**src/sv/cgf_pkg.sv**
```systemverilog
// Shared constants, types and helper functions of the Canny gradient front end.
package cgf_pkg;

    localparam int DEF_MAX_WIDTH  = 1024;
    localparam int DEF_MAX_HEIGHT = 1024;
    localparam int BLUR_SIZE      = 5;
    localparam int RING_ROWS      = 8;
    localparam int RING_BITS      = 3;

    localparam int CFG_WIDTH      = 16;
    localparam int DIM_CFG_WIDTH  = 11;
    localparam int INDEX_WIDTH    = 4;
    localparam int NUM_WEIGHTS    = 6;

    // register indexes
    localparam logic [INDEX_WIDTH-1:0] REG_FRAME_WIDTH  = 4'd0;
    localparam logic [INDEX_WIDTH-1:0] REG_FRAME_HEIGHT = 4'd1;
    localparam logic [INDEX_WIDTH-1:0] REG_GAUSS_CENTER = 4'd2;
    localparam logic [INDEX_WIDTH-1:0] REG_GAUSS_D1     = 4'd3;
    localparam logic [INDEX_WIDTH-1:0] REG_GAUSS_D2     = 4'd4;
    localparam logic [INDEX_WIDTH-1:0] REG_GAUSS_D4     = 4'd5;
    localparam logic [INDEX_WIDTH-1:0] REG_GAUSS_D5     = 4'd6;
    localparam logic [INDEX_WIDTH-1:0] REG_GAUSS_D8     = 4'd7;

    // weight select codes, same order as the weight registers
    localparam logic [2:0] W_CENTER = 3'd0;
    localparam logic [2:0] W_D1     = 3'd1;
    localparam logic [2:0] W_D2     = 3'd2;
    localparam logic [2:0] W_D4     = 3'd3;
    localparam logic [2:0] W_D5     = 3'd4;
    localparam logic [2:0] W_D8     = 3'd5;

    localparam logic [DIM_CFG_WIDTH-1:0] RST_FRAME_WIDTH  = 11'd640;
    localparam logic [DIM_CFG_WIDTH-1:0] RST_FRAME_HEIGHT = 11'd480;
    localparam logic [CFG_WIDTH-1:0] RST_GAUSS_CENTER = 16'd6127;
    localparam logic [CFG_WIDTH-1:0] RST_GAUSS_D1     = 16'd4747;
    localparam logic [CFG_WIDTH-1:0] RST_GAUSS_D2     = 16'd3679;
    localparam logic [CFG_WIDTH-1:0] RST_GAUSS_D4     = 16'd2208;
    localparam logic [CFG_WIDTH-1:0] RST_GAUSS_D5     = 16'd1711;
    localparam logic [CFG_WIDTH-1:0] RST_GAUSS_D8     = 16'd796;

    // Q0.16 luma weights
    localparam logic [15:0] LUMA_R = 16'd13933;
    localparam logic [15:0] LUMA_G = 16'd46871;
    localparam logic [15:0] LUMA_B = 16'd4732;

    // tan 22.5 and tan 67.5 degrees, 24 fraction bits
    localparam logic [25:0] TAN22_Q24 = 26'd6949350;
    localparam logic [25:0] TAN67_Q24 = 26'd40503782;

    localparam logic [1:0] DIR_0  = 2'd0;
    localparam logic [1:0] DIR_45 = 2'd1;
    localparam logic [1:0] DIR_90 = 2'd2;

    typedef logic [NUM_WEIGHTS-1:0][CFG_WIDTH-1:0] weights_t;

    typedef enum logic [2:0] {
        BK_IDLE,
        BK_TAP,
        BK_DRAIN,
        BK_BLUR,
        BK_GRAD,
        BK_MUL,
        BK_SQRT,
        BK_OUT
    } bk_state_t;

    // weight code from tap offsets 0..4 (center at 2)
    function automatic logic [2:0] weight_sel(input logic [2:0] dx, input logic [2:0] dy);
        logic [2:0] ax;
        logic [2:0] ay;
        logic [3:0] d2;
        logic [2:0] code;
        ax = (dx >= 3'd2) ? dx - 3'd2 : 3'd2 - dx;
        ay = (dy >= 3'd2) ? dy - 3'd2 : 3'd2 - dy;
        d2 = 4'(ax * ax) + 4'(ay * ay);
        case (d2)
            4'd0:    code = W_CENTER;
            4'd1:    code = W_D1;
            4'd2:    code = W_D2;
            4'd4:    code = W_D4;
            4'd5:    code = W_D5;
            default: code = W_D8;
        endcase
        return code;
    endfunction

endpackage

```
**src/sv/cgf_front.sv**
```systemverilog
// Input side: gray conversion, line store writes, frame counters and job issue.
module cgf_front
    import cgf_pkg::*;
#(
    parameter int MAX_WIDTH  = DEF_MAX_WIDTH,
    parameter int MAX_HEIGHT = DEF_MAX_HEIGHT
) (
    input  logic                          clk,
    input  logic                          rst_n,
    input  logic                          push,
    output logic                          full,
    input  logic                          opcode,
    input  logic [7:0]                    red,
    input  logic [7:0]                    green,
    input  logic [7:0]                    blue,
    input  logic [DIM_CFG_WIDTH-1:0]      cfg_width,
    input  logic [DIM_CFG_WIDTH-1:0]      cfg_height,
    input  logic                          stall,
    output logic                          gray_we,
    output logic [RING_BITS+$clog2(MAX_WIDTH)-1:0] gray_addr,
    output logic [7:0]                    gray_data,
    output logic                          job_push,
    output logic [$clog2(MAX_HEIGHT+1)-1:0] job_row,
    output logic [$clog2(MAX_WIDTH)-1:0]  job_col,
    output logic                          job_last,
    output logic [$clog2(MAX_WIDTH+1)-1:0] job_w,
    output logic [$clog2(MAX_HEIGHT+1)-1:0] job_h
);

    localparam int CW = $clog2(MAX_WIDTH);
    localparam int WW = $clog2(MAX_WIDTH + 1);
    localparam int HW = $clog2(MAX_HEIGHT + 1);
    localparam int DW = $clog2(3 * MAX_WIDTH + 5);

    logic [CW-1:0] in_col_reg, in_col_next, out_col_reg, out_col_next;
    logic [HW-1:0] in_row_reg, in_row_next, out_row_reg, out_row_next;
    logic [WW-1:0] lat_w_reg, lat_w_next;
    logic [HW-1:0] lat_h_reg, lat_h_next;
    logic [DW-1:0] lag_reg, lag_next;

    logic          accept, is_pixel, first, in_active, pix_wr, emit, out_last;
    logic [WW-1:0] clamp_w, w_use;
    logic [HW-1:0] clamp_h, h_use;
    logic [DW-1:0] lag_inc, thresh;
    logic [23:0]   luma;

    assign full     = stall;
    assign accept   = push && !full;
    assign is_pixel = (opcode == 1'b0);
    assign first    = is_pixel && in_row_reg == '0 && in_col_reg == '0
                      && out_row_reg == '0 && out_col_reg == '0;

    always_comb
    begin
        if (cfg_width == '0)
        begin
            clamp_w = WW'(1);
        end
        else if (32'(cfg_width) > MAX_WIDTH)
        begin
            clamp_w = WW'(MAX_WIDTH);
        end
        else
        begin
            clamp_w = WW'(cfg_width);
        end
        if (cfg_height == '0)
        begin
            clamp_h = HW'(1);
        end
        else if (32'(cfg_height) > MAX_HEIGHT)
        begin
            clamp_h = HW'(MAX_HEIGHT);
        end
        else
        begin
            clamp_h = HW'(cfg_height);
        end
    end

    assign w_use     = first ? clamp_w : lat_w_reg;
    assign h_use     = first ? clamp_h : lat_h_reg;
    assign in_active = 32'(in_row_reg) < 32'(h_use);
    assign pix_wr    = accept && in_active && is_pixel;
    assign lag_inc   = lag_reg + DW'(1);
    assign thresh    = DW'(w_use) + (DW'(w_use) << 1) + DW'(3);
    assign out_last  = (32'(out_row_reg) == 32'(h_use) - 1)
                       && (32'(out_col_reg) == 32'(w_use) - 1);
    assign emit      = (pix_wr && lag_inc > thresh)
                       || (accept && !in_active && 32'(out_row_reg) < 32'(h_use));

    // luma: Q0.16 weights, truncated
    assign luma      = 24'(red * LUMA_R) + 24'(green * LUMA_G) + 24'(blue * LUMA_B);
    assign gray_we   = pix_wr;
    assign gray_addr = {in_row_reg[RING_BITS-1:0], in_col_reg};
    assign gray_data = luma[23:16];

    assign job_push  = emit;
    assign job_row   = out_row_reg;
    assign job_col   = out_col_reg;
    assign job_last  = out_last;
    assign job_w     = w_use;
    assign job_h     = h_use;

    always_comb
    begin
        in_col_next  = in_col_reg;
        in_row_next  = in_row_reg;
        out_col_next = out_col_reg;
        out_row_next = out_row_reg;
        lag_next     = lag_reg;
        lat_w_next   = lat_w_reg;
        lat_h_next   = lat_h_reg;
        if (accept)
        begin
            lat_w_next = w_use;
            lat_h_next = h_use;
        end
        if (pix_wr)
        begin
            lag_next = lag_inc;
            if (32'(in_col_reg) + 1 >= 32'(w_use))
            begin
                in_col_next = '0;
                in_row_next = in_row_reg + HW'(1);
            end
            else
            begin
                in_col_next = in_col_reg + CW'(1);
            end
        end
        if (emit)
        begin
            lag_next = lag_next - DW'(1);
            if (out_last)
            begin
                in_col_next  = '0;
                in_row_next  = '0;
                out_col_next = '0;
                out_row_next = '0;
                lag_next     = '0;
            end
            else if (32'(out_col_reg) + 1 >= 32'(w_use))
            begin
                out_col_next = '0;
                out_row_next = out_row_reg + HW'(1);
            end
            else
            begin
                out_col_next = out_col_reg + CW'(1);
            end
        end
    end

    always_ff @(posedge clk or negedge rst_n)
    begin
        if (!rst_n)
        begin
            in_col_reg  <= '0;
            in_row_reg  <= '0;
            out_col_reg <= '0;
            out_row_reg <= '0;
            lag_reg     <= '0;
            lat_w_reg   <= WW'(640);
            lat_h_reg   <= HW'(480);
        end
        else
        begin
            in_col_reg  <= in_col_next;
            in_row_reg  <= in_row_next;
            out_col_reg <= out_col_next;
            out_row_reg <= out_row_next;
            lag_reg     <= lag_next;
            lat_w_reg   <= lat_w_next;
            lat_h_reg   <= lat_h_next;
        end
    end

endmodule

```
**config.mk**
```make
export PLATFORM = sky130hd
export DESIGN_NAME = cgf_front
export DESIGN_NICKNAME = d
export VERILOG_FILES = /design/src/sv/cgf_pkg.sv /design/src/sv/cgf_front.sv
export SDC_FILE = /design/constraint.sdc
export NUM_CORES = 1
export LEC_CHECK = 0
export ABC_AREA = 1
export BUFFER_PORTS_ARGS = -buffer_cell sky130_fd_sc_hd__clkbuf_2
export CORE_MARGIN = 8
export CORE_UTILIZATION = 45
export CTS_BUF_LIST = sky130_fd_sc_hd__clkbuf_16
export CTS_CLUSTER_DIAMETER = 100
export DETAILED_ROUTE_END_ITERATION = 7
export MAX_ROUTING_LAYER = met4
export PLACE_DENSITY = 0.59
export SYNTH_ARGS = -nofsm -noshare
export SYNTH_HDL_FRONTEND = slang
export SYNTH_SLANG_ARGS = --single-unit
```
**constraint.sdc**
```tcl
create_clock -name clk -period 12.69 [get_ports clk]
set_clock_uncertainty 0.2 [all_clocks]
set_input_delay 2.538 -clock clk [delete_from_list [all_inputs] [get_ports clk]]
set_output_delay 2.538 -clock clk [all_outputs]
set_load 0.02 [all_outputs]
```
# --- Word-level counts from Yosys, hierarchy flattened ---
# Cells that the tools add are included.
totals:
  reg_bits: 76
  input_bits: 51
  out_inout_bits: 68
classes:
  n_addsub: 14
  mul: 3
  magnitude_cmp: 7
  eq_ne: 2
  muxes: 21
  bitwise_logic: 1
  reduce_logical: 22
ops:
  columns: ["op", "n"]
  rows:
  - ["two-way mux 11 bit", 12]
  - ["two-way mux 10 bit", 6]
  - ["logical NOT 11 bit", 4]
  - ["two-way mux 12 bit", 3]
  - ["equality test 10 x 32 -> 1 bit", 1]
  - ["equality test 11 x 32 -> 1 bit", 1]
  - ["adder 22 x 24 -> 24 bit", 1]
  - ["adder 24 x 21 -> 24 bit", 1]
  - ["multiplier 8 x 16 -> 24 bit (second input constant)", 1]
  - ["subtractor 11 x 1 -> 12 bit (second input constant)", 2]
  - ["adder 10 x 1 -> 11 bit (second input constant)", 2]
  - ["adder 11 x 1 -> 11 bit (second input constant)", 2]
  - [">= comparator 11 bit", 2]
  - ["greater-than comparator 11 bit (second input constant)", 2]
  - ["< comparator 11 bit", 2]
  - ["multiplier 8 x 14 -> 22 bit (second input constant)", 1]
  - ["adder 10 x 1 -> 10 bit (second input constant)", 2]
  - ["logical NOT 10 bit", 2]
  - ["multiplier 8 x 11 -> 19 bit (second input constant)", 1]
  - ["adder 11 x 12 -> 12 bit", 1]
  - ["adder 12 x 1 -> 12 bit (second input constant)", 1]
  - ["adder 12 x 2 -> 12 bit (second input constant)", 1]
  - ["greater-than comparator 12 bit", 1]
  - ["subtractor 12 x 1 -> 12 bit (second input constant)", 1]
  - ["6 further kinds", 17]

# --- Logic depth before layout (Yosys ltp) ---
depth:
  depth_word: 13
  mapped_depth: 40
  ltp_nobuf: 39

# --- Worst setup path before layout ---
# Ideal clock, no wire load.
synth_timing:
  kind: "input to output"
  startpoint: "input blue[5]"
  endpoint: "output gray_data[6]"
  t_arrival_ns: 9.516
  required_time_ns: 9.952
  setup_slack_ns: 0.436
  stages: 30
  path_buffers: 0
  path_cell_list: "inv_1 -> fa_1 -> inv_1 -> fa_1 -> fa_1 -> fa_1 -> ha_1 -> nand2_1 -> o21a_1 -> nand2_1 -> a21oi_1 -> o21ai_0 -> a21oi_1 -> o21bai_1 -> xor2_1 -> inv_1 -> ha_1 -> fa_1 -> inv_1 -> fa_1 -> fa_1 -> inv_1 -> ha_1 -> nand2_1 -> nor2_1 -> a221oi_1 -> nand3_1 -> a21o_1 -> a21oi_1 -> xnor2_1"
synth_via:
  elab_chain_cells: 2
synth_lines:
  columns: ["element", "line_no", "source"]
  rows:
  - ["start, declared", "cgf_front.sv:15", "input logic [7:0] blue,"]
  - ["multiplier 8 x 11 -> 19 bit", "cgf_front.sv:93", "assign luma = 24'(red * LUMA_R) + 24'(green * LUMA_G) + 24'(blue * LUMA_B);"]
  - ["adder 24 x 21 -> 24 bit", "cgf_front.sv:93", null]
  - ["end, declared", "cgf_front.sv:21", "output logic [7:0] gray_data,"]
# No other way between the ends.

# --- Worst setup path after layout ---
layout_timing:
  startpoint: "input blue[6]"
  endpoint: "output gray_data[6]"
# Same word-level chain as after synthesis.

==> impl_results.md <==
- Syn Nets: between 2000 and 2500
- Mapped Area: 0.01454 mm2
- Crit Path Category: in2out
- Worst slew margin: around 37%
- R2r startpoint: job_row[1]
- Number of max-cap violations: 0
- Reg2reg end: lag_reg[10]
- Crit path capture type: primary output
- Finish-stage setup viols: 0
- TritonCTS Buffers: 9
- IO Port Bufs: 118
- DP HPWL: 34.65 mm
- Tot GR Track Use: 21.99%
- Slew @ Worst Pin: 0.9379 ns
- TritonCTS clock tree: built
- Chip Height: 195.8 um
- Layout cell share with drive strength beyond 1: 11.16%
- Fraction of registers with async set/reset: 100.0%
- Pins Over Slew Limit: 0
- Worst-Skew Late Latency: 0.36 ns
- Fillcell total: 3275
- Pre-Repair DR Iteration Count: 5
- Core ar.: 0.03221 mm2
- DR DRC count: 0
- Worst Hold Launch: lat_w_reg[2]
- Status: complete, no violations
- Clock slew at reported path FFs: 0.07 ns
- Commonest non-fill, non-tap cell in the layout: inv_1
- Final WL: just over 40 mm
- Clk buf depth: 2
- Fin nets: 2492
- FF+latch count, synth: 76
- Root buf cell: clkbuf_16
- Vias in the first global route: 12820
- CP startpoint kind: input port
- Top_reg_cell synth: dfrtp_1
- CTS H-tree lvls: 3
- Yosys warns: 0
- Sequential area share after synthesis: between 10% and 20%
- GPL Wtd Cong: 0.9410
- Crit path top cell by count: fa_1
- Finished Cell Area: 0.01597 mm2
- CP max-delay cell: fa_2
- Syn Inst Count: 1942
- Achievable frequency: 81.16 MHz
- Min Tclk post-route: 12.32 ns
- Routed WL per cell: 16.32 um
- Iter 0 DRT Violations: about 600
- Syn Area/Cell: around 7.5 um2
- Row count: 66
- Die W: 195.8 um
- Hold Path Sink: lat_w_reg[2]
- Worst R2R Setup Slack: between 5 and 6 ns
- Most frequent cells in the layout: inv_1, nand2_1, ha_1
- Worst min path class: reg2reg
- DP Area: 0.01559 mm2
- Data arrival, critical path: 9.58 ns
- Synth unique cells: 57
- Clock Sinks: 76
- Fin util: about half
- P&R area growth vs syn: 9.826%
- Gr ovfl total: 0
- Largest net degree at the start of global routing: 70
- Largest register FFs: 12
- Crit-path max FO: 3
- IO Count: 119
- Vias: 12580
- Period utilisation layout: 97.10%
- Post-synth EDFFs: 0
- Crit-path max cell delay: 0.62 ns
- Reg2Reg Depth: 38
- Via density per instance: 5.073
- Initial antenna violation count: 1
- Initial Utilization: a little under half
- Critical Path RT: 9.95 ns
- Die area: approximately 0.038 mm2
- WHS Path Cells: 2
- Final Hold Fails: 0
- First-pass GRT wire length: 65.73 mm
- Detail Route Antenna Nets: 0
-- critical path: cells and delay by family --
kind	cells	cell delay, ns
adder cells (fa/ha/maj)	10	4.38
AO/OA/AOI/OAI	9	1.59
buffers and inverters	6	0.49
AND/OR/NAND/NOR	3	0.29
XOR/XNOR	2	0.29
-- repair_timing --
action                     in CTS  in global routing
hold buffers                    0                  0
setup buffers                   0                  1
gates cloned                    0                  0
gates resized for setup         1                 17
setup endpoints to repair       1                  7
pin swaps                       0                 10
-- cell type report --
cell class              instances  area [um2]  area share [%]
multi-input cells            1404       10880           68.11
flip-flops and latches         76        1909           11.96
inverters                     438        1647           10.31
repair buffers                136       730.7           4.575
well taps                     408       510.5           3.196
clock buffers                   9       225.2           1.410
clock inverters                 7       68.82          0.4309
diodes                          1       2.502         0.01567
-- per-stage QoR --
step / hold slack [ns] / setup WS (ns) / std cells / setup TNS, ns
floorplan: 0.2457 / 0.4362 / 1942 / 0
global placement: 0.2598 / 0.09271 / 2461 / 0
detailed placement: 0.2691 / 0.008632 / 2461 / 0
CTS: 0.2854 / 0.04605 / 2477 / 0
global route: 0.3003 / -0.05879 / 2479 / -0.08531
finish: 0.2812 / 0.3679 / 2479 / 0
-- layer usage --
| layer | vias to the layer above | share of wire (%) | global-route usage, % |
|---|---|---|---|
| met2 | 204 | 51 | 39.03 |
| li1 | 6323 | - | - |
| met1 | 6002 | 44 | 26.64 |
| met3 | 46 | 2.7 | 1.559 |
| met4 | 0 | 2.3 | 6.232 |
| met5 | - | 0 | - |
-- cell families (layout without fill, tap and decap cells) --
family | count (synthesis) | count (layout) | synth area share [%]
compound gates | 188 | 188 | 7.400
fa+ha+maj | 376 | 376 | 39.48
buf+inv | 462 | 590 | 12.55
other cells | 0 | 1 | 0
simple gates | 768 | 768 | 23.05
flops | 76 | 76 | 13.13
xor+xnor | 72 | 72 | 4.388
-- worst max path at each step --
stage                    to    start  cells after the start  slack [ns]
5_1_grt        gray_data[6]  blue[6]                     35       -0.06
6_report       gray_data[6]  blue[6]                     30        0.37
3_3_place_gp   gray_data[6]  blue[5]                     31        0.09
4_1_cts        gray_data[6]  blue[5]                     32        0.05
3_5_place_dp   gray_data[6]  blue[5]                     31       0.009
2_1_floorplan  gray_data[6]  blue[5]                     30        0.44
-- cell usage after synthesis (all sizes together) (10+ instances only) --
master / number / area share [%]
inv: 437 / 11
nand2: 420 / 11
ha: 238 / 20
nor2: 164 / 4.6
fa: 138 / 19
nand3: 98 / 3.6
o21ai: 74 / 2.8
a21oi: 72 / 2.6
dfrtp: 70 / 12
xor2: 62 / 3.8
nand4: 36 / 1.6
nor3: 26 / 0.89
buf: 17 / 1.0
o22ai: 12 / 0.52
xnor2: 10 / 0.60
Power is not shown: default switching activity piles up to over one toggle a cycle in this logic, so the estimate is an artifact.
