$ cat src/sv/cgf_fifo.sv
// Small register FIFO used for the job queue and the result queue.
module cgf_fifo #(
    parameter int WIDTH = 8,
    parameter int DEPTH = 2
) (
    input  logic             clk,
    input  logic             rst_n,
    input  logic             wr_en,
    input  logic [WIDTH-1:0] wr_data,
    output logic             full,
    input  logic             rd_en,
    output logic [WIDTH-1:0] rd_data,
    output logic             empty
);

    localparam int AW = (DEPTH > 1) ? $clog2(DEPTH) : 1;
    localparam int CNTW = $clog2(DEPTH + 1);

    logic [WIDTH-1:0] mem_reg [DEPTH];
    logic [AW-1:0]    wr_ptr_reg, wr_ptr_next;
    logic [AW-1:0]    rd_ptr_reg, rd_ptr_next;
    logic [CNTW-1:0]  count_reg, count_next;
    logic             do_wr, do_rd;

    assign full    = (count_reg == CNTW'(DEPTH));
    assign empty   = (count_reg == '0);
    assign do_wr   = wr_en && !full;
    assign do_rd   = rd_en && !empty;
    assign rd_data = mem_reg[rd_ptr_reg];

    always_comb
    begin
        wr_ptr_next = wr_ptr_reg;
        rd_ptr_next = rd_ptr_reg;
        count_next  = count_reg;
        if (do_wr)
        begin
            wr_ptr_next = (wr_ptr_reg == AW'(DEPTH - 1)) ? '0 : wr_ptr_reg + AW'(1);
        end
        if (do_rd)
        begin
            rd_ptr_next = (rd_ptr_reg == AW'(DEPTH - 1)) ? '0 : rd_ptr_reg + AW'(1);
        end
        if (do_wr && !do_rd)
        begin
            count_next = count_reg + CNTW'(1);
        end
        else if (do_rd && !do_wr)
        begin
            count_next = count_reg - CNTW'(1);
        end
    end

    always_ff @(posedge clk or negedge rst_n)
    begin
        if (!rst_n)
        begin
            wr_ptr_reg <= '0;
            rd_ptr_reg <= '0;
            count_reg  <= '0;
        end
        else
        begin
            wr_ptr_reg <= wr_ptr_next;
            rd_ptr_reg <= rd_ptr_next;
            count_reg  <= count_next;
        end
    end

    always_ff @(posedge clk)
    begin
        if (do_wr)
        begin
            mem_reg[wr_ptr_reg] <= wr_data;
        end
    end

endmodule

$ cat config.mk
export PLATFORM = sky130hd
export DESIGN_NAME = cgf_fifo
export DESIGN_NICKNAME = d
export VERILOG_FILES = /design/src/sv/cgf_fifo.sv
export SDC_FILE = /design/constraint.sdc
export NUM_CORES = 1
export LEC_CHECK = 0
export BUFFER_PORTS_ARGS = -buffer_cell sky130_fd_sc_hd__buf_2
export CORE_MARGIN = 2
export CORE_UTILIZATION = 25
export DETAILED_ROUTE_END_ITERATION = 7
export PLACE_DENSITY = 0.45
export SETUP_SLACK_MARGIN = 0.05
export SYNTH_ARGS = -nofsm -noshare
export SYNTH_HDL_FRONTEND = slang
export SYNTH_SLANG_ARGS = --single-unit
export TNS_END_PERCENT = 5
$ cat constraint.sdc
create_clock -name clk -period 3.3 [get_ports clk]
set_input_delay 0.33 -clock clk [delete_from_list [all_inputs] [get_ports clk]]
set_output_delay 0.33 -clock clk [all_outputs]
set_load 0.01 [all_outputs]
# --- Word level (Yosys, flattened, before mapping) ---
# Memories as Yosys holds them, arrays and structs flattened.
# Cells that the tools add are included.
word_totals:
  regBits: 4
  output_inout_bits: 10
  ramBits: 16
  wordCells: 25
  memories: 1
  inputBits: 12
mem_list:
  columns: ["name", "depth", "word_bits", "rd", "rd_ports_with_merged_regs", "wr", "line_no", "rtl"]
  rows:
  - ["mem_reg", 2, 8, 1, 0, 1, "19", "logic [WIDTH-1:0] mem_reg [DEPTH];"]
op_classes:
  muxes: 6
  n_eq_ne: 1
  add_sub_neg: 4
  n_reduce_logical: 10
ops:
  columns: ["op", "n"]
  rows:
  - ["$logic_and 1x1->1", 4]
  - ["$logic_not 1->1", 4]
  - ["$mux 1", 4]
  - ["$mux 2", 2]
  - ["$add 1x1->1 const B", 2]
  - ["$add 2x1->2 const B", 1]
  - ["$eq 2x2->1 const B", 1]
  - ["$logic_not 2->1", 1]
  - ["$reduce_bool 2->1", 1]
  - ["$sub 2x1->2 const B", 1]

# --- Longest topological paths before layout ---
# Gate-level depths: netlist of the first run.
logic_depth:
  word_depth: 7
  mapped_depth: 7

# --- Least setup slack after synthesis of the first run ---
# No wires, ideal clock.
synth_path:
  path_type: "register to register"
  start: "register count_reg[0]"
  end: "memory mem_reg[0][0] (enable)"
  period_less_slack_ps: 1392
  arrival_ps: 1022
  stages_incl_launch_ff: 4
  slack_ps: 1908
  cell_sequence: "dfrtp_1 > nand2b_1 > nand2_2 > nor2_1"
synth_between:
  elab_chain_len: 5
synth_lines:
  columns: ["item", "line_no", "rtl"]
  rows:
  - ["from (decl)", "22", "logic [CNTW-1:0] count_reg, count_next;"]
  - ["from (signal assigned)", "66", "count_reg <= count_next;"]
  - ["$eq 2x2->1", "25", "assign full = (count_reg == CNTW'(DEPTH));"]
  - ["$logic_not 1->1", "27", "assign do_wr = wr_en && !full;"]
  - ["$logic_and 1x1->1", "27", null]
  - ["$mux 1", "72", "if (do_wr)"]
  - ["$mux 1 (implied by the code)", "74", "mem_reg[wr_ptr_reg] <= wr_data;"]
  - ["to (decl)", "19", null]
# Every way passes these cells.

# --- Final worst setup path of the first run ---
layout_path:
  start: "register rd_ptr_reg"
  end: "output rd_data[7]"
layout_between:
  elab_chain_len: 1
layout_lines:
  columns: ["item", "line_no", "rtl"]
  rows:
  - ["from (decl)", "21", "logic [AW-1:0] rd_ptr_reg, rd_ptr_next;"]
  - ["from (signal assigned)", "65", "rd_ptr_reg <= rd_ptr_next;"]
  - ["$mem_v2 2x8", null, null]
  - ["to (decl)", "12", "output logic [WIDTH-1:0] rd_data,"]
# Every way passes these cells.

==> results.cfg, run 1 <==
[clock_network]
cts.clk_slew.worst_paths_ns = 0.12
clk_latency_ns = 0.30
htreeDepth = 1
clk_path_buf_depth = 2
cts_buffers = 3
clock-sinks = 20
cts.repair.resized = 0
clockRootBuffer = clkbuf_4
cts_tree = yes

[timing]
fin_crit_ns = 1.75
slew_violations = 0
rsz0062_at_grt = false
setup_viol = 0
relSlewSlack = 0.533
hold_viol = 0
finalClockSkew_ns = 0.00959
fin_tns_setup_ns = 0
max_freq_mhz = 572
tightest_slew_ns = 0.698
final.period_utilization = 0.530

[hold_path]
min_path_type = input port to register

[global_routing]
grt_use_total = 0.0811
grt_pass1_vias = 404
grt_pass1_wl_um = 1940
gr-total-overflow = 0
grt_max_degree = 13
antenna_found_initial = 0

[placement]
gp_congestion = 0.597
numPortBuffers = 21
dp_hpwl_um = 886

[logic_synthesis]
synth.distinct_cells = 15
synth_top_area_share = 0.614
yosysSeqAreaShare = 0.742
syn_nets = 57
synth-seq-cells = 20
synth_edf_count = 16
post-synth-top-area-cell = edfxtp_1
async_flop_share = 0.200
synth.most_common_cell = edfxtp_1
netlist_instances = 44
synth_flop_cell = edfxtp_1
yosys_warnings = 0
avgSynthCellArea_um2 = 17.8
synth.area.top_cells = edfxtp_1 (61%), dfrtp_1 (13%), mux2_1 (8.6%)
syn_area_um2 = 782
yosys-top-cells-count = edfxtp_1 (16), mux2_1 (6), dfrtp_1 (4), nor2_1 (3)

[critical_path]
endpoint_kind = output port
cp.arrival_ns = 1.42
worstSetupStartpointType = register
required_ns = 2.97
worstSetupPathType = register to output port
cp_max_fo = 9
reg2reg_slack_ns = 1.68

[floorplan]
die_w_um = 59.9
die_y_um = 59.9
rows = 20
start_util = 0.260
pin_count = 22
die_area_mm2 = 0.00359
core_mm2 = 0.00300

[routing]
post_drt_wl_per_cell_um = 12.2
ant_nets = 0
route.detailed.drc = 0
dr.pass1.iters = 2
vias = 423
routed_wl_um = 1240
initialDrtViolationCount = 11
avgViaCountPerCell = 4.15

[finish]
drive_gt1_frac = 0.420
fill_cells = 311
syn_to_final_growth_pct = 26.1
multi_input_area_um2 = 189
antenna_cells = 0
nNetsFinal = 83
regArea_um2 = 581
largest_reg_flops = 16

[pwr]
worst_ir_drop_vdd_mv = 0.383
power_uw = 862
p_per_area_mw_per_mm2 = 875
total_leakage_power_nw = 0.406

[outcome]
status = finished, final reports clean

[job]
maxCapViolations = 0
## worst paths after layout
path                                     startpoint                      end  cells past startpoint
max                          rd_ptr_reg$_DFFE_PN0P_               rd_data[7]                      2
min                                      wr_data[5]  mem_reg[0][5]$_DFFE_PP_                      1
max reg2reg                count_reg[0]$_DFFE_PN0P_  mem_reg[0][4]$_DFFE_PP_                      3
min reg2reg                  wr_ptr_reg$_DFFE_PN0N_   wr_ptr_reg$_DFFE_PN0N_                      1
max in group asynchronous                     rst_n   rd_ptr_reg$_DFFE_PN0P_                      2
min in group asynchronous                     rst_n   wr_ptr_reg$_DFFE_PN0N_                      2
## power by group
part,switching (mW),internal [mW]
Clock,0.0763,0.123
Sequential,0.0527,0.353
Combinational,0.127,0.131
Total,0.256,0.606
## critical path, stage by stage (launching register included)
cell and delay [ns]:
dfrtp_1 0.60, mux2_2 0.38, buf_2 0.14
## timing repair
action	CTS	global route
hold endpoints to repair	4	0
hold buffers	1	0
buffers inserted	0	0
## cells in the final DEF (no fill, tap or decap), types with 2 or more instances in the layout
cell type,netlist,layout
nor2_1,3,3
clkbuf_4,0,3
xor2_1,2,2
xnor2_1,2,2
buf_2,1,21
mux2_2,2,2
dfrtp_1,4,4
mux2_1,6,6
inv_1,2,2
edfxtp_1,16,16
## through the flow
| stage | util | hold slack, ns | setup WS [ns] | cells | instance area [µm²] |
|---|---|---|---|---|---|
| finish | 0.328 | 0.203 | 1.55 | 102 | 986 |
| global placement | 0.308 | 0.147 | 1.72 | 97 | 923 |
| detailed placement | 0.308 | 0.147 | 1.65 | 97 | 923 |
| global route | 0.328 | 0.180 | 1.44 | 102 | 986 |
| floorplan | - | 0.0344 | 1.91 | 44 | 782 |
| CTS | 0.328 | 0.192 | 1.50 | 102 | 986 |
## final cells by class
cell class / instances / area share
inverter: 2 / 0.00761
timing repair buffer: 22 / 0.117
sequential: 20 / 0.589
tap: 33 / 0.0419
clock inverter: 1 / 0.0305
clock buffer: 3 / 0.0228
multi-input combinational: 21 / 0.192
## cell families after synthesis
kind of cell             Yosys count  share of synthesized area
buffers and inverters              3                     0.0160
flip-flops                        20                      0.742
AO/OA/AOI/OAI                      1                    0.00639
multiplexers                       8                      0.115
XOR/XNOR                           5                     0.0656
adder cells (fa/ha/maj)            1                     0.0160
AND/OR/NAND/NOR                    6                     0.0384
## layer usage
layer	share of wire	routed length [µm]	up-vias	track usage
li1	-	-	207	-
met1	0.46	574	194	0.105
met2	0.43	539	20	0.112
met3	0.095	118	2	0.0476
met4	0.0072	9	0	0.0286
met5	0	0	-	0
Power figures use the tool's default switching activity.
==> run 2: changes to the inputs <==
==> constraint.sdc (replaced) <==
create_clock -name clk -period 1.78 [get_ports clk]
set_input_delay 0.178 -clock clk [delete_from_list [all_inputs] [get_ports clk]]
set_output_delay 0.178 -clock clk [all_outputs]
set_load 0.01 [all_outputs]
==> results.cfg, run 2 (synthesized netlist as in run 1, its figures left out) <==
[finish]
fill_cells = 319
final_cell_mix = buf_2 (21), edfxtp_1 (16), mux2_1 (6), dfrtp_1 (4)
syn_to_final_growth_pct = 23.7
final_common_cell = buf_2
drive_gt1_frac = 0.414
nNetsFinal = 84
largest_reg_flops = 16
antenna_cells = 0

[pwr]
p_per_area_mw_per_mm2 = 1500
worst_ir_drop_vdd_mv = 0.444
netSwitchingFraction = 0.318
sequentialPowerShare = 0.518
power.internal_uw = 992
comb_power_share = 0.337
total_leakage_power_nw = 0.399
switchingPower_uw = 463
clkPwrFrac = 0.145

[routing]
vias = 431
post_drt_wl_per_cell_um = 12.0
routed_wl_um = 1230
initialDrtViolationCount = 6
ant_nets = 0
route.detailed.drc = 0
avgViaCountPerCell = 4.18
dr.pass1.iters = 3

[timing]
max_freq_mhz = 638
hold_slack_ns = 0.0697
fin_crit_ns = 1.57
tightest_slew_ns = 0.401
relSlewSlack = 0.733
final.period_utilization = 0.881
slew_violations = 0
rsz0062_at_grt = false
finalClockSkew_ns = 0.0113
hold_viol = 0
setup_viol = 0
fin_tns_setup_ns = 0

[clock_network]
cts_buffers = 3
clk_path_buf_depth = 2
cts.repair.resized = 0
htreeDepth = 1
cts_tree = yes
cts.clk_slew.worst_paths_ns = 0.11
clk_latency_ns = 0.29
clock-sinks = 20
clockRootBuffer = clkbuf_4

[critical_path]
slowest_delay_ns = 0.60
cpLargestDelayFamily = flip-flops
cp_max_fo = 9
crit_chain = mux2_2 -> buf_2
critPathSlowestCell = dfrtp_1
required_ns = 1.60
worstSetupPathType = register to output port
cp.arrival_ns = 1.39
worstSetupStartpointType = register
endpoint_kind = output port
crit_buf_inv = 1

[floorplan]
die_w_um = 59.9
rows = 20
die_y_um = 59.9
pin_count = 22
die_area_mm2 = 0.00359
start_util = 0.260
core_mm2 = 0.00300

[global_routing]
antenna_found_initial = 0
grt_use_total = 0.0814
grt_max_degree = 12
gr-total-overflow = 0
grt_pass1_wl_um = 2020
grt_pass1_vias = 447

[placement]
gp_congestion = 0.635
dp_hpwl_um = 886
numPortBuffers = 21

[job]
maxCapViolations = 0

[outcome]
status = finished, final reports clean

[hold_path]
min_path_type = input port to register
-- run 2: cell count changes in the layout (fill, tap and decap cells not counted), sizes merged --
cell    before  now
buf         21   22
bufinv       1    0
clkbuf       3    4
-- run 2: area by class of cell --
type / count / area, µm² / area share
tap: 33 / 41.3 / 0.0427
inverter: 2 / 7.51 / 0.00776
timing repair buffer: 23 / 123 / 0.127
clock buffer: 4 / 26.3 / 0.0272
sequential: 20 / 581 / 0.600
multi-input combinational: 21 / 189 / 0.195
-- run 2: worst register-to-register path, stage by stage, from the launching register on --
cell,delay (ns)
dfrtp_1,0.45
nand2b_1,0.20
nand2_2,0.12
inv_1,0.05
ha_1,0.30
nor2_1,0.14
xor2_1,0.15
-- run 2: metal layers --
metal | share of wire | vias up | GRT usage
met5 | 0 | - | 0
met4 | 0.0073 | 0 | 0.0381
met3 | 0.10 | 2 | 0.0390
met2 | 0.42 | 16 | 0.127
met1 | 0.47 | 204 | 0.0937
li1 | - | 209 | -
-- run 2: worst paths after layout --
check / from / endpoint / slack (ns) / cells after the start
setup / recovery: rd_ptr_reg$_DFFE_PN0P_ / rd_data[2] / 0.21 / 2
min in group asynchronous: rst_n / wr_ptr_reg$_DFFE_PN0N_ / 0.21 / 2
hold reg to reg: wr_ptr_reg$_DFFE_PN0N_ / wr_ptr_reg$_DFFE_PN0N_ / 0.53 / 1
hold / removal: wr_data[7] / mem_reg[1][7]$_DFFE_PP_ / 0.07 / 1
setup reg to reg: count_reg[0]$_DFFE_PN0P_ / count_reg[1]$_DFFE_PN0P_ / 0.31 / 6
max in group asynchronous: rst_n / count_reg[1]$_DFFE_PN0P_ / 1.44 / 2
-- run 2: through the flow --
| stage | instance area [µm²] | utilization | cells | power [mW] | setup slack [ns] |
|---|---|---|---|---|---|
| floorplan | 782 | - | 44 | 1.08 | 0.388 |
| global placement | 931 | 0.310 | 98 | 1.26 | 0.363 |
| detailed placement | 931 | 0.310 | 98 | 1.27 | 0.316 |
| CTS | 967 | 0.322 | 103 | 1.48 | 0.156 |
| global route | 967 | 0.322 | 103 | 1.57 | 0.0603 |
| finish | 967 | 0.322 | 103 | 1.46 | 0.213 |
-- run 2: power groups by stage --
stage	clock [mW]	combinational (mW)	sequential [mW]
5_1_grt	0.253	0.543	0.776
2_1_floorplan	0	0.369	0.713
6_report	0.211	0.491	0.754
3_5_place_dp	0	0.495	0.772
3_3_place_gp	0	0.492	0.765
4_1_cts	0.224	0.502	0.758
-- run 2: timing repair --
item                                   in CTS  in global routing
hold buffers                                1                  0
endpoints found under the hold margin       4                  0
buffers inserted                            0                  0
==> run 3: changes to the inputs <==
--- a/config.mk
+++ b/config.mk
@@ -6,12 +6,15 @@
 export NUM_CORES = 1
 export LEC_CHECK = 0
 export BUFFER_PORTS_ARGS = -buffer_cell sky130_fd_sc_hd__buf_2
+export CELL_PAD_IN_SITES_DETAIL_PLACEMENT = 0
+export CELL_PAD_IN_SITES_GLOBAL_PLACEMENT = 1
 export CORE_MARGIN = 2
 export CORE_UTILIZATION = 25
+export CTS_BUF_LIST = sky130_fd_sc_hd__clkbuf_8
 export DETAILED_ROUTE_END_ITERATION = 7
-export PLACE_DENSITY = 0.45
+export PLACE_DENSITY = 0.52
 export SETUP_SLACK_MARGIN = 0.05
 export SYNTH_ARGS = -nofsm -noshare
 export SYNTH_HDL_FRONTEND = slang
 export SYNTH_SLANG_ARGS = --single-unit
-export TNS_END_PERCENT = 5
+export TNS_END_PERCENT = 50
==> results.cfg, run 3 (synthesized netlist as in run 1, its figures left out) <==
[outcome]
status = finished, final reports clean

[routing]
dr.pass1.iters = 2
initialDrtViolationCount = 3
route.detailed.drc = 0
ant_nets = 0
vias = 428
routed_wl_um = 1170
avgViaCountPerCell = 4.16
post_drt_wl_per_cell_um = 11.4

[finish]
antenna_cells = 0
final_common_cell = buf_2
fill_cells = 309
nNetsFinal = 84
drive_gt1_frac = 0.414
syn_to_final_growth_pct = 26.1
post-route-util = 0.328
final_cell_mix = buf_2 (21), edfxtp_1 (16), mux2_1 (6), dfrtp_1 (4)
largest_reg_flops = 16

[critical_path]
reg2reg_from = count_reg[0]$_DFFE_PN0P_
cp_max_fo = 9
cpLargestDelayFamily = flip-flops
worstSetupStartpointType = register
cp.arrival_ns = 1.37
critPathSlowestCell = dfrtp_1
required_ns = 1.60
crit_buf_inv = 1
r2r_cells = 6
worstSetupPathType = register to output port
crit_chain = mux2_2 -> buf_2
reg2reg_slack_ns = 0.31
critPathLaunch = rd_ptr_reg$_DFFE_PN0P_
endpoint_kind = output port
cp_num_cells = 2
timing.rr.end = count_reg[1]$_DFFE_PN0P_
endpoint = rd_data[2]
slowest_delay_ns = 0.60

[floorplan]
die_y_um = 59.9
die_area_mm2 = 0.00359
start_util = 0.260
core_mm2 = 0.00300
rows = 20
die_w_um = 59.9
pin_count = 22

[placement]
numPortBuffers = 21
place_ws_ns = 0.302
dp_hpwl_um = 836
gp_congestion = 0.640

[global_routing]
grt_pass1_wl_um = 1830
gr-total-overflow = 0
grt_max_degree = 12
grt_use_total = 0.0736
antenna_found_initial = 0
grt_pass1_vias = 388

[clock_network]
clk_path_buf_depth = 2
cts_tree = yes
cts_hold_buf = 1
clock-sinks = 20
postCtsSetupBuffers = 0
clockRootBuffer = clkbuf_8
htreeDepth = 1
cts.repair.resized = 0
cts.clk_slew.worst_paths_ns = 0.07
clk_latency_ns = 0.25
cts_buffers = 3

[timing]
tightest_slew_ns = 0.417
fin_tns_setup_ns = 0
max_freq_mhz = 647
setup_viol = 0
fin_ws_ns = 0.234
rsz0062_at_grt = false
slew_violations = 0
finalClockSkew_ns = 0.00557
hold_viol = 0
hold_slack_ns = 0.116
final.period_utilization = 0.869
fin_crit_ns = 1.55
relSlewSlack = 0.722

[pwr]
power_mw = 1.53
worst_ir_drop_vdd_mv = 0.665
p_per_area_mw_per_mm2 = 1550
total_leakage_power_nw = 0.411

[job]
maxCapViolations = 0

[hold_path]
min_path_type = input port to register
[run 3: cell types whose count changed in the layout (fill, tap and decap cells not counted), sizes merged]
cell / previous run / this run
inv: 2 / 3
clkbuf: 4 / 3
[run 3: cell type report]
cell class	instances	area, µm²	share of cell area
clock buffers	3	41.3	0.0419
multi-input cells	21	189	0.192
clock inverters	1	3.75	0.00381
inverters	2	7.51	0.00761
flip-flops and latches	20	581	0.589
well taps	33	41.3	0.0419
repair buffers	23	123	0.124
[run 3: worst min path at each step]
stage	startpoint	to	cells past startpoint
after global placement	rst_n	count_reg[0]$_DFFE_PN0P_	1
after global routing	wr_data[7]	mem_reg[0][7]$_DFFE_PP_	1
after floorplan	rst_n	count_reg[0]$_DFFE_PN0P_	0
final	wr_data[7]	mem_reg[0][7]$_DFFE_PP_	1
after detailed placement	rst_n	wr_ptr_reg$_DFFE_PN0N_	1
after CTS	wr_data[7]	mem_reg[0][7]$_DFFE_PP_	1
[run 3: report_power, final]
part / switching (mW) / internal, mW
sequential: 0.0997 / 0.654
clock: 0.132 / 0.153
combinational: 0.235 / 0.251
[run 3: per-stage QoR]
step / area, µm² / std cells
6_report: 986 / 103
5_1_grt: 986 / 103
4_1_cts: 986 / 103
3_5_place_dp: 931 / 98
3_3_place_gp: 931 / 98
2_1_floorplan: 782 / 44
[run 3: layer usage]
metal,vias to the layer above,wire [µm],track usage
met5,-,0,0
met4,0,9,0.0286
met3,2,74,0.0260
met2,15,514,0.110
met1,202,572,0.0973
li1,209,-,-
